<file path="src/hdl/efd_pkg.sv">
`timescale 1ns / 1ps
// ----------------------------------------------------------------------------
// efd_pkg: shared types and constants of the escaped frame deframer
// Event codes, flag bytes, controller states and command/status bundles.
// ----------------------------------------------------------------------------
package efd_pkg;

    localparam logic [7:0] START_FLAG = 8'h5b;
    localparam logic [7:0] END_FLAG   = 8'h5d;
    localparam logic [7:0] ESC_A      = 8'h5a;
    localparam logic [7:0] ESC_E      = 8'h5e;
    localparam logic [7:0] ESC_ONE    = 8'h01;
    localparam logic [7:0] ESC_TWO    = 8'h02;

    localparam logic [15:0] CRC_POLY  = 16'h1021;
    localparam logic [15:0] CRC_INIT  = 16'hffff;

    localparam logic [31:0] HDR_END   = 32'd24;
    localparam logic [31:0] MIN_LEN   = 32'd26;

    localparam logic [31:0] MOD_RESET = 32'h0000_fffa;
    localparam logic [31:0] MUL_RESET = 32'h0000_fffb;
    localparam logic [31:0] INC_RESET = 32'h0000_fffc;

    localparam logic [1:0] REG_MODULUS    = 2'd0;
    localparam logic [1:0] REG_MULTIPLIER = 2'd1;
    localparam logic [1:0] REG_INCREMENT  = 2'd2;

    localparam logic [1:0] ESC_NONE = 2'd0;
    localparam logic [1:0] ESC_PEND_A = 2'd1;
    localparam logic [1:0] ESC_PEND_E = 2'd2;

    localparam logic [2:0] EV_BODY     = 3'd0;
    localparam logic [2:0] EV_OK       = 3'd1;
    localparam logic [2:0] EV_BAD_ESC  = 3'd2;
    localparam logic [2:0] EV_BAD_LEN  = 3'd3;
    localparam logic [2:0] EV_CRC_ERR  = 3'd4;
    localparam logic [2:0] EV_BAD_END  = 3'd5;

    localparam logic [4:0] MOD_LAST = 5'd31;

    typedef enum logic [2:0] {
        S_IDLE,
        S_EVAL,
        S_MOD,
        S_MUL_LO,
        S_MUL_HI,
        S_EMIT
    } t_state;

    typedef struct packed {
        logic capture;
        logic eval;
        logic mod_step;
        logic mul_lo;
        logic mul_hi;
        logic emit;
    } t_cmd;

    typedef struct packed {
        logic need_key;
        logic has_result;
        logic mod_last;
        logic out_free;
    } t_status;

    function automatic logic [15:0] crc_update(input logic [15:0] crc, input logic [7:0] b);
        logic [15:0] c;
        c = crc ^ {b, 8'h00};
        for (int i = 0; i < 8; i++) begin
            if (c[15]) begin
                c = {c[14:0], 1'b0} ^ CRC_POLY;
            end else begin
                c = {c[14:0], 1'b0};
            end
        end
        return c;
    endfunction

endpackage

</file>
<file path="src/hdl/efd_ctrl.sv">
`timescale 1ns / 1ps
// ----------------------------------------------------------------------------
// efd_ctrl: sequencing state machine
// Evaluates each byte; keyed ones get key reduction and product; results emit.
// ----------------------------------------------------------------------------
module efd_ctrl (
    input  logic             i_clk,
    input  logic             i_rst_n,
    input  logic             i_in_valid,
    input  efd_pkg::t_status i_status,
    output efd_pkg::t_cmd    o_cmd,
    output logic             o_busy
);

    efd_pkg::t_state r_state;
    efd_pkg::t_state n_state;

    always_ff @(posedge i_clk) begin
        if (!i_rst_n) begin
            r_state <= efd_pkg::S_IDLE;
        end else begin
            r_state <= n_state;
        end
    end

    always_comb begin
        n_state = r_state;
        case (r_state)
            efd_pkg::S_IDLE: begin
                if (i_in_valid) n_state = efd_pkg::S_EVAL;
            end
            efd_pkg::S_EVAL: begin
                if (i_status.need_key) n_state = efd_pkg::S_MOD;
                else if (i_status.has_result) n_state = efd_pkg::S_EMIT;
                else n_state = efd_pkg::S_IDLE;
            end
            efd_pkg::S_MOD: begin
                if (i_status.mod_last) n_state = efd_pkg::S_MUL_LO;
            end
            efd_pkg::S_MUL_LO: n_state = efd_pkg::S_MUL_HI;
            efd_pkg::S_MUL_HI: n_state = efd_pkg::S_EMIT;
            efd_pkg::S_EMIT: begin
                if (i_status.out_free) n_state = efd_pkg::S_IDLE;
            end
            default: n_state = efd_pkg::S_IDLE;
        endcase
    end

    always_comb begin
        o_cmd          = '0;
        o_busy         = 1'b1;
        case (r_state)
            efd_pkg::S_IDLE: begin
                o_busy        = 1'b0;
                o_cmd.capture = i_in_valid;
            end
            efd_pkg::S_EVAL:   o_cmd.eval     = 1'b1;
            efd_pkg::S_MOD:    o_cmd.mod_step = 1'b1;
            efd_pkg::S_MUL_LO: o_cmd.mul_lo   = 1'b1;
            efd_pkg::S_MUL_HI: o_cmd.mul_hi   = 1'b1;
            efd_pkg::S_EMIT:   o_cmd.emit     = i_status.out_free;
            default:           o_busy         = 1'b1;
        endcase
    end

endmodule

</file>
<file path="src/hdl/efd_datapath.sv">
`timescale 1ns / 1ps
// ----------------------------------------------------------------------------
// efd_datapath: frame state, header fields, CRC, key stream and result beat
// Evaluates one byte per command, reduces the key serially, holds the output.
// ----------------------------------------------------------------------------
module efd_datapath (
    input  logic             i_clk,
    input  logic             i_rst_n,
    input  efd_pkg::t_cmd    i_cmd,
    output efd_pkg::t_status o_status,
    input  logic [7:0]       i_rx_byte,
    input  logic             i_cfg_we,
    input  logic [1:0]       i_cfg_idx,
    input  logic [31:0]      i_cfg_data,
    input  logic             i_stall,
    output logic             o_valid,
    output logic [2:0]       o_event_res,
    output logic [7:0]       o_body_byte,
    output logic [31:0]      o_frame_length,
    output logic [31:0]      o_serial_number,
    output logic [15:0]      o_message_id,
    output logic [31:0]      o_center_code,
    output logic [23:0]      o_protocol_version,
    output logic             o_encrypted,
    output logic [31:0]      o_key_seed,
    output logic [15:0]      o_crc_received,
    output logic [15:0]      o_crc_computed
);

    logic [31:0] r_modulus, r_mult, r_inc;
    logic [7:0]  r_byte;
    logic [31:0] r_pos, n_pos;
    logic [1:0]  r_esc, n_esc;
    logic [31:0] r_len, n_len;
    logic [31:0] r_serial, n_serial;
    logic [15:0] r_id, n_id;
    logic [31:0] r_center, n_center;
    logic [23:0] r_version, n_version;
    logic        r_enc, n_enc;
    logic [31:0] r_key, n_key;
    logic [31:0] r_run, n_run;
    logic [15:0] r_crcrx, n_crcrx;
    logic [15:0] r_crc, n_crc;
    logic [7:0]  r_ch, n_ch;
    logic [2:0]  r_ev, n_ev;
    logic        r_restart, n_restart;
    logic        has_result, need_key, stop;
    logic [31:0] p1, lm2, kfix;

    logic [31:0] r_dvd, r_rem, r_prod;
    logic [4:0]  r_cnt;
    logic [32:0] rem_sh;
    logic [47:0] prod_lo, prod_hi;

    logic        r_ov;
    logic        out_free;

    assign out_free = !r_ov || !i_stall;

    always_comb begin
        n_pos = r_pos;   n_esc = r_esc;   n_len = r_len;   n_serial = r_serial;
        n_id = r_id;     n_center = r_center; n_version = r_version; n_enc = r_enc;
        n_key = r_key;   n_run = r_run;   n_crcrx = r_crcrx; n_crc = r_crc;
        n_ch = r_byte;   n_ev = efd_pkg::EV_BODY; n_restart = 1'b0;
        has_result = 1'b0; need_key = 1'b0; stop = 1'b0;
        p1 = r_pos + 32'd1;
        lm2 = r_len - 32'd2;
        kfix = r_key;

        if (r_pos == '0) begin
            if (r_byte == efd_pkg::START_FLAG) begin
                n_pos = 32'd1; n_esc = efd_pkg::ESC_NONE; n_len = '1;
                n_crcrx = '0;  n_crc = efd_pkg::CRC_INIT;
            end
        end else begin
            n_esc = efd_pkg::ESC_NONE;
            if (r_esc == efd_pkg::ESC_PEND_A) begin
                if (r_byte == efd_pkg::ESC_ONE) n_ch = efd_pkg::START_FLAG;
                else if (r_byte == efd_pkg::ESC_TWO) n_ch = efd_pkg::ESC_A;
                else begin
                    stop = 1'b1; has_result = 1'b1; n_ev = efd_pkg::EV_BAD_ESC;
                end
            end else if (r_esc == efd_pkg::ESC_PEND_E) begin
                if (r_byte == efd_pkg::ESC_ONE) n_ch = efd_pkg::END_FLAG;
                else if (r_byte == efd_pkg::ESC_TWO) n_ch = efd_pkg::ESC_E;
                else begin
                    stop = 1'b1; has_result = 1'b1; n_ev = efd_pkg::EV_BAD_ESC;
                end
            end else if (r_byte == efd_pkg::ESC_A) begin
                n_esc = efd_pkg::ESC_PEND_A; stop = 1'b1;
            end else if (r_byte == efd_pkg::ESC_E) begin
                n_esc = efd_pkg::ESC_PEND_E; stop = 1'b1;
            end

            if (!stop) begin
                n_pos = p1;
                if (p1 < lm2) n_crc = efd_pkg::crc_update(r_crc, n_ch);
                if (p1 < efd_pkg::HDR_END) begin
                    case (p1[4:0])
                        5'd2:  n_len      = {n_ch, 24'h0};
                        5'd3:  n_len      = {r_len[31:24], n_ch, 16'h0};
                        5'd4:  n_len      = {r_len[31:16], n_ch, 8'h0};
                        5'd5:  n_len      = {r_len[31:8], n_ch};
                        5'd6:  n_serial   = {n_ch, 24'h0};
                        5'd7:  n_serial   = {r_serial[31:24], n_ch, 16'h0};
                        5'd8:  n_serial   = {r_serial[31:16], n_ch, 8'h0};
                        5'd9:  n_serial   = {r_serial[31:8], n_ch};
                        5'd10: n_id       = {n_ch, 8'h0};
                        5'd11: n_id       = {r_id[15:8], n_ch};
                        5'd12: n_center   = {n_ch, 24'h0};
                        5'd13: n_center   = {r_center[31:24], n_ch, 16'h0};
                        5'd14: n_center   = {r_center[31:16], n_ch, 8'h0};
                        5'd15: n_center   = {r_center[31:8], n_ch};
                        5'd16: n_version  = {n_ch, r_version[15:0]};
                        5'd17: n_version  = {r_version[23:16], n_ch, r_version[7:0]};
                        5'd18: n_version  = {r_version[23:8], n_ch};
                        5'd19: n_enc      = (n_ch != 8'h00);
                        5'd20: n_key      = {n_ch, 24'h0};
                        5'd21: n_key      = {r_key[31:24], n_ch, 16'h0};
                        5'd22: n_key      = {r_key[31:16], n_ch, 8'h0};
                        5'd23: n_key      = {r_key[31:8], n_ch};
                        default: n_key    = r_key;
                    endcase
                end else begin
                    if (p1 == efd_pkg::HDR_END) begin
                        if (r_len < efd_pkg::MIN_LEN) begin
                            stop = 1'b1; has_result = 1'b1; n_ev = efd_pkg::EV_BAD_LEN;
                        end else begin
                            kfix  = (r_key == '0) ? 32'd1 : r_key;
                            n_key = kfix;
                            n_run = kfix;
                        end
                    end
                    if (!stop) begin
                        if (p1 == lm2) begin
                            n_crcrx = {n_ch, 8'h00};
                        end else if (p1 == r_len - 32'd1) begin
                            n_crcrx = {r_crcrx[15:8], n_ch};
                            if (n_crcrx != n_crc) begin
                                stop = 1'b1; has_result = 1'b1;
                                n_ev = efd_pkg::EV_CRC_ERR;
                            end
                        end else if (p1 == r_len) begin
                            has_result = 1'b1;
                            if (n_ch != efd_pkg::END_FLAG) begin
                                stop = 1'b1; n_ev = efd_pkg::EV_BAD_END;
                            end else begin
                                n_ev = efd_pkg::EV_OK; n_pos = '0;
                            end
                        end else if (r_enc) begin
                            need_key = 1'b1;
                        end else begin
                            has_result = 1'b1;
                        end
                    end
                end
            end

            // failure: drop back to hunting, recheck the byte for a start flag
            if (stop && has_result) begin
                n_pos     = '0;
                n_esc     = efd_pkg::ESC_NONE;
                n_restart = (r_byte == efd_pkg::START_FLAG);
            end
        end
    end

    assign rem_sh  = {r_rem, r_dvd[31]};
    assign prod_lo = r_mult * r_rem[15:0];
    assign prod_hi = r_mult * r_rem[31:16];

    assign o_status.need_key   = need_key;
    assign o_status.has_result = has_result;
    assign o_status.mod_last   = (r_cnt == efd_pkg::MOD_LAST);
    assign o_status.out_free   = out_free;

    always_ff @(posedge i_clk) begin
        if (!i_rst_n) begin
            r_modulus <= efd_pkg::MOD_RESET;
            r_mult    <= efd_pkg::MUL_RESET;
            r_inc     <= efd_pkg::INC_RESET;
            r_pos     <= '0;
            r_esc     <= efd_pkg::ESC_NONE;
            r_len     <= '1;
            r_serial  <= '0;
            r_id      <= '0;
            r_center  <= '0;
            r_version <= '0;
            r_enc     <= 1'b0;
            r_key     <= '0;
            r_run     <= '0;
            r_crcrx   <= '0;
            r_crc     <= efd_pkg::CRC_INIT;
            r_restart <= 1'b0;
            r_ov      <= 1'b0;
        end else begin
            if (i_cfg_we) begin
                case (i_cfg_idx)
                    efd_pkg::REG_MODULUS:    r_modulus <= i_cfg_data;
                    efd_pkg::REG_MULTIPLIER: r_mult    <= i_cfg_data;
                    efd_pkg::REG_INCREMENT:  r_inc     <= i_cfg_data;
                    default:                 r_inc     <= r_inc;
                endcase
            end
            if (i_cmd.eval) begin
                r_pos <= n_pos;     r_esc <= n_esc;       r_len <= n_len;
                r_serial <= n_serial; r_id <= n_id;       r_center <= n_center;
                r_version <= n_version; r_enc <= n_enc;   r_key <= n_key;
                r_run <= n_run;     r_crcrx <= n_crcrx;   r_crc <= n_crc;
                r_restart <= n_restart;
            end
            if (i_cmd.mul_hi) begin
                r_run <= r_prod + {prod_hi[15:0], 16'h0000} + r_inc;
            end
            if (o_valid && !i_stall) r_ov <= 1'b0;
            if (i_cmd.emit) begin
                r_ov <= 1'b1;
                if (r_restart) begin
                    r_pos   <= 32'd1;
                    r_esc   <= efd_pkg::ESC_NONE;
                    r_len   <= '1;
                    r_crcrx <= '0;
                    r_crc   <= efd_pkg::CRC_INIT;
                end
            end
        end
    end

    // payload registers
    always_ff @(posedge i_clk) begin
        if (i_cmd.capture) r_byte <= i_rx_byte;
        if (i_cmd.eval) begin
            r_ch  <= n_ch;
            r_ev  <= n_ev;
            r_dvd <= n_run;
            r_rem <= '0;
            r_cnt <= '0;
        end
        if (i_cmd.mod_step) begin
            r_dvd <= {r_dvd[30:0], 1'b0};
            r_cnt <= r_cnt + 5'd1;
            if (rem_sh >= {1'b0, r_modulus}) begin
                r_rem <= 32'(rem_sh - {1'b0, r_modulus});
            end else begin
                r_rem <= rem_sh[31:0];
            end
        end
        if (i_cmd.mul_lo) r_prod <= prod_lo[31:0];
        if (i_cmd.emit) begin
            o_event_res        <= r_ev;
            o_body_byte        <= (r_ev != efd_pkg::EV_BODY) ? 8'h00 :
                                  (r_enc ? (r_ch ^ r_run[27:20]) : r_ch);
            o_frame_length     <= r_len;
            o_serial_number    <= r_serial;
            o_message_id       <= r_id;
            o_center_code      <= r_center;
            o_protocol_version <= r_version;
            o_encrypted        <= r_enc;
            o_key_seed         <= r_key;
            o_crc_received     <= r_crcrx;
            o_crc_computed     <= r_crc;
        end
    end

    assign o_valid = r_ov;

endmodule

</file>
<file path="src/hdl/escaped_frame_deframer_crc_decrypt_top.sv">
`timescale 1ns / 1ps
// ----------------------------------------------------------------------------
// escaped_frame_deframer_crc_decrypt_top: escaped link deframer with CRC check
// Hunts the start flag, unescapes, unpacks the header, checks CRC and end flag,
// and emits decrypted body bytes and frame status beats.
// ----------------------------------------------------------------------------
// Sequence: a byte that gives no beat is accepted and evaluated; a plain
//   body byte or status beat is then emitted to the output register.
// An encrypted body byte also passes through the bit-serial key modulo and
//   the split 32x16 key product (low half, then high half) before the emit.
// No new byte is taken before the last is done: the input stalls while busy and
//   while a finished beat waits in a full output register.
// Reset (synchronous, active low) restores the key registers to their
//   defaults and returns the deframer to hunting for a start flag.
module escaped_frame_deframer_crc_decrypt_top (
    input  logic        i_clk,
    input  logic        i_rst_n,
    // input beats
    input  logic        i_valid,
    output logic        o_stall,
    input  logic [7:0]  i_rx_byte,
    // configuration writes
    input  logic        i_cfg_we,
    input  logic [1:0]  i_cfg_idx,
    input  logic [31:0] i_cfg_data,
    // result beats
    output logic        o_valid,
    input  logic        i_stall,
    output logic [2:0]  o_event_res,
    output logic [7:0]  o_body_byte,
    output logic [31:0] o_frame_length,
    output logic [31:0] o_serial_number,
    output logic [15:0] o_message_id,
    output logic [31:0] o_center_code,
    output logic [23:0] o_protocol_version,
    output logic        o_encrypted,
    output logic [31:0] o_key_seed,
    output logic [15:0] o_crc_received,
    output logic [15:0] o_crc_computed
);

    efd_pkg::t_cmd    cmd;
    efd_pkg::t_status status;
    logic             busy;

    // hold the input off whenever the sequencer is not idle
    assign o_stall = busy;

    efd_ctrl u_ctrl (
        .i_clk      (i_clk),
        .i_rst_n    (i_rst_n),
        .i_in_valid (i_valid),
        .i_status   (status),
        .o_cmd      (cmd),
        .o_busy     (busy)
    );

    // frame state, key stream unit and the output register
    efd_datapath u_dp (
        .i_clk              (i_clk),
        .i_rst_n            (i_rst_n),
        .i_cmd              (cmd),
        .o_status           (status),
        .i_rx_byte          (i_rx_byte),
        .i_cfg_we           (i_cfg_we),
        .i_cfg_idx          (i_cfg_idx),
        .i_cfg_data         (i_cfg_data),
        .i_stall            (i_stall),
        .o_valid            (o_valid),
        .o_event_res        (o_event_res),
        .o_body_byte        (o_body_byte),
        .o_frame_length     (o_frame_length),
        .o_serial_number    (o_serial_number),
        .o_message_id       (o_message_id),
        .o_center_code      (o_center_code),
        .o_protocol_version (o_protocol_version),
        .o_encrypted        (o_encrypted),
        .o_key_seed         (o_key_seed),
        .o_crc_received     (o_crc_received),
        .o_crc_computed     (o_crc_computed)
    );

endmodule

</file>
<file path="config.mk">
export PLATFORM = sky130hd
export DESIGN_NAME = escaped_frame_deframer_crc_decrypt_top
export DESIGN_NICKNAME = d
export VERILOG_FILES = /design/src/hdl/efd_pkg.sv /design/src/hdl/efd_ctrl.sv /design/src/hdl/efd_datapath.sv /design/src/hdl/escaped_frame_deframer_crc_decrypt_top.sv
export SDC_FILE = /design/constraint.sdc
export NUM_CORES = 2
export LEC_CHECK = 0
export ABC_AREA = 1
export ABC_CLOCK_PERIOD_IN_PS = 14900
export BUFFER_PORTS_ARGS = -buffer_cell sky130_fd_sc_hd__buf_4
export CAP_MARGIN = 30
export CORE_MARGIN = 2
export CORE_UTILIZATION = 60
export CTS_BUF_LIST = sky130_fd_sc_hd__clkbuf_8 sky130_fd_sc_hd__clkbuf_16
export CTS_CLUSTER_SIZE = 16
export DETAILED_ROUTE_END_ITERATION = 8
export PLACE_DENSITY = 0.87
export SYNTH_ARGS = -nofsm -noshare
export SYNTH_HDL_FRONTEND = slang
export SYNTH_HIERARCHICAL = 1
export SYNTH_SLANG_ARGS = --single-unit
</file>
<file path="constraint.sdc">
create_clock -name i_clk -period 14.9 [get_ports i_clk]
set_input_delay 0.745 -clock i_clk [delete_from_list [all_inputs] [get_ports i_clk]]
set_output_delay 0.745 -clock i_clk [all_outputs]
set_load 0.01 [all_outputs]
</file>
==> results.rst <==
.. list-table::
   :header-rows: 1

   * - Metric
     - Value
   * - Post-layout minimum cycle time
     - 7.161 ns
   * - Die outline width
     - 298.7 um
   * - Total of hold buffers inserted after clock tree synthesis
     - 0
   * - Final GP Congestion
     - 1.014
   * - Power Density
     - 206.0 nW/um2
   * - Synth warnings
     - 6
   * - NumNets Final
     - 7266
   * - Master of the slowest instance on the critical path
     - sky130_fd_sc_hd__dfxtp_1
   * - Synth Area per Inst
     - 8.015 um2
   * - Setup repair after global routing missed its margin
     - false
   * - Final core utilization
     - 66.37%
   * - Dominant synthesized flop cell
     - sky130_fd_sc_hd__dfxtp_1
   * - Port-buffer cells
     - 260
   * - Worst Path Arrival
     - 7.71 ns
   * - Post-route worst hold slack
     - 0.2681 ns
   * - Part of the Yosys area used for sequential elements
     - 33.26%
   * - Xor and xnor area share after synthesis
     - 4.374%
   * - DRC violations left
     - 0
   * - Fraction of layout cells with a size suffix above 1
     - 8.066%
   * - # rows
     - 108
   * - Synthesized-area fraction occupied by and/or/nand/nor cells
     - 19.52%
   * - Setup WS post-layout
     - 7.739 ns
   * - Net count after synthesis
     - 7182
   * - Vias in the first global route
     - 45310
   * - Leading cell types in the layout, fill and taps excluded
     - sky130_fd_sc_hd__nand2_1, sky130_fd_sc_hd__inv_1, sky130_fd_sc_hd__a21oi_1
   * - Register area
     - 17330 um2
   * - Die Y-Extent
     - 298.7 um
   * - Area of the multi-input gates
     - 29610 um2
   * - Compound-cell area share of the yosys netlist
     - 11.83%
   * - H-Tree Depth
     - 3
   * - Number of flops mapped to enable cells by yosys
     - 331
   * - Clock sink count
     - 700
   * - Number of buffers added for setup after CTS
     - 0
   * - Global-route wire length before repair
     - 257700 um
   * - CP Capture Type
     - flip-flop
   * - Max-slew headroom
     - 27.19%
   * - Clock root buffer
     - sky130_fd_sc_hd__clkbuf_16
   * - Setup TNS after final layout
     - 0 ns
   * - Post-synthesis adder-cell area fraction
     - 21.03%
   * - Clock tree skew after final layout
     - 0.05176 ns
   * - Area of the mapped netlist
     - 52090 um2
   * - Cells after synthesis
     - 6500
   * - Class of the most critical setup path
     - reg -> reg
   * - Count of different cell masters after synthesis
     - 68
   * - Crit-path max FO
     - 17
   * - Fill cells
     - 6784
   * - Most numerous cell on the critical path
     - sky130_fd_sc_hd__inv_1
   * - Number of DRC markers in iteration 0
     - 6243
   * - Setup crit start kind
     - flip-flop
   * - Commonest non-fill, non-tap cell in the layout
     - sky130_fd_sc_hd__nand2_1
   * - CTS tree
     - done
   * - IO Count
     - 261
   * - Post-synthesis cell type with the largest combined area
     - sky130_fd_sc_hd__edfxtp_1
   * - Required time reported for the critical path endpoint
     - 15.45 ns
   * - Post-cts repair resize count
     - 0
   * - Number of antenna violations at the first check in global routing
     - 5
   * - Residual overflow from global routing
     - 0
   * - Vias post-DR
     - 46700
   * - Number of buffers on the longest clock path
     - 3
   * - Largest family of logic cells by synthesized area
     - adder cells
   * - DR vias/cell
     - 5.985
   * - Final hold violation count
     - 0
   * - IR drop worst, VDD
     - 546.7 uV
   * - Cts bufs inserted
     - 74
   * - Routed Antenna Nets
     - 0
   * - FFs w/ async S/R, synth
     - 0%
   * - Fraction of synthesized cell area taken by the top area cell type
     - 19.08%
   * - Half-perimeter wire length after placement
     - 124900 um
   * - Overall power of the completed layout
     - 11.81 mW
   * - Setup slack at placement
     - 7.808 ns
   * - Crit-path max cell delay
     - 0.64 ns
   * - Tot GR Track Use
     - 37.23%
   * - Later-pin clock latency in the skew report
     - 0.66 ns
   * - Path type of the worst min-delay path
     - in -> reg
   * - Starting density of the core
     - 60.33%
   * - Outcome
     - finished, final reports clean
   * - Number of pins with negative max-slew slack in the final report
     - 0
   * - Largest net degree at the start of global routing
     - 165
   * - Mean routed wirelength per cell
     - 21.52 um
   * - Floorplan Core Area
     - 86350 um2
   * - Synthesis-stage register bit count
     - 700
   * - Slew at the pin closest to its max-slew limit
     - 1.091 ns
   * - Cell types occupying the most area after synthesis
     - sky130_fd_sc_hd__edfxtp_1, sky130_fd_sc_hd__fa_1, sky130_fd_sc_hd__dfxtp_1
   * - DRT Wirelength
     - 167900 um
   * - Lkg Pwr
     - 26.07 nW
   * - Area overhead of the layout relative to synthesis
     - 10.01%
   * - Max Cap Violations
     - 0
   * - Achievable Freq
     - 0.1396 GHz
   * - Die footprint
     - 89200 um2
   * - Final cycle utilization of the critical path
     - 48.06%
   * - Clock slew at reported path FFs
     - 0.07 ns
   * - Final setup violation count
     - 0
   * - Multiplexer share of the synthesized area
     - 0%
   * - Number of iterations in the first detailed-routing pass
     - 8
-- stage by stage --
stage | cells | area [um2]
finish | 7802 | 57310
global route | 7802 | 57310
CTS | 7797 | 57250
detailed placement | 7660 | 54820
global placement | 7657 | 54740
floorplan | 6500 | 52100
-- path summary, 6_finish.rpt --
check / slack, ns / end / depth (start not counted) / from
worst min-delay path: 0.27 / u_dp/r_byte[2] / 1 / i_rx_byte[2]
worst max register to register: 7.74 / u_dp/r_run[29] / 33 / u_dp/r_mult[3]
worst max-delay path: 7.74 / u_dp/r_run[29] / 33 / u_dp/r_mult[3]
worst min register to register: 0.42 / u_dp/o_message_id[1] / 0 / u_dp/r_id[1]
-- metal layers --
metal / share of wire (%) / vias up / global-route usage, %
met1: 37 / 21890 / 48.51
met2: 45 / 3172 / 58.68
met4: 5.6 / 6 / 18.66
li1: - / 20990 / -
met5: 0.025 / - / 0
met3: 12 / 633 / 8.404
-- report_power, final --
group	switching [mW]	internal, mW	total (mW)
logic	4.71	2.86	7.57
registers	0.0878	2.30	2.39
clock network	0.816	1.03	1.84
-- worst max-delay path: cells and delay by family, from the launching register on --
family	cells	cell delay (ns)
adder cells (fa/ha/maj)	9	3.66
flip-flops	1	0.64
XOR/XNOR	2	0.35
AO/OA/AOI/OAI	6	0.86
AND/OR/NAND/NOR	7	0.71
buffers and inverters	9	0.83
-- synth_stat cells (17+ instances only) --
cell type	n
sky130_fd_sc_hd__xnor2_1	77
sky130_fd_sc_hd__nor4_1	26
sky130_fd_sc_hd__a21oi_1	476
sky130_fd_sc_hd__nor3_1	56
sky130_fd_sc_hd__o21a_1	25
sky130_fd_sc_hd__fa_1	401
sky130_fd_sc_hd__o211ai_1	44
sky130_fd_sc_hd__a211oi_1	34
sky130_fd_sc_hd__o21ai_0	384
sky130_fd_sc_hd__buf_1	21
sky130_fd_sc_hd__inv_2	17
sky130_fd_sc_hd__o22ai_1	30
sky130_fd_sc_hd__nand4_1	53
sky130_fd_sc_hd__nand3_1	288
sky130_fd_sc_hd__nand2_1	1540
sky130_fd_sc_hd__xor2_1	172
sky130_fd_sc_hd__edfxtp_1	331
sky130_fd_sc_hd__a31oi_1	36
sky130_fd_sc_hd__inv_1	1023
sky130_fd_sc_hd__dfxtp_1	369
sky130_fd_sc_hd__clkbuf_1	266
sky130_fd_sc_hd__nor2_1	380
sky130_fd_sc_hd__o221ai_1	22
sky130_fd_sc_hd__ha_1	234
-- cell type report --
| class | instances | share of cell area [%] |
|---|---|---|
| multi-input combinational | 4435 | 51.67 |
| sequential | 700 | 30.23 |
| inverter | 1046 | 6.855 |
| timing repair buffer | 327 | 4.467 |
| clock buffer | 85 | 3.554 |
| tap | 1155 | 2.522 |
| clock inverter | 52 | 0.6855 |
| antenna | 2 | 0.008733 |
-- logic make-up after synthesis --
logic type | count (synthesis)
AO/OA/AOI/OAI | 1113
XOR/XNOR | 255
buffers and inverters | 1365
AND/OR/NAND/NOR | 2432
flip-flops | 700
adder cells (fa/ha/maj) | 635
(Power assumes the default switching activity.)
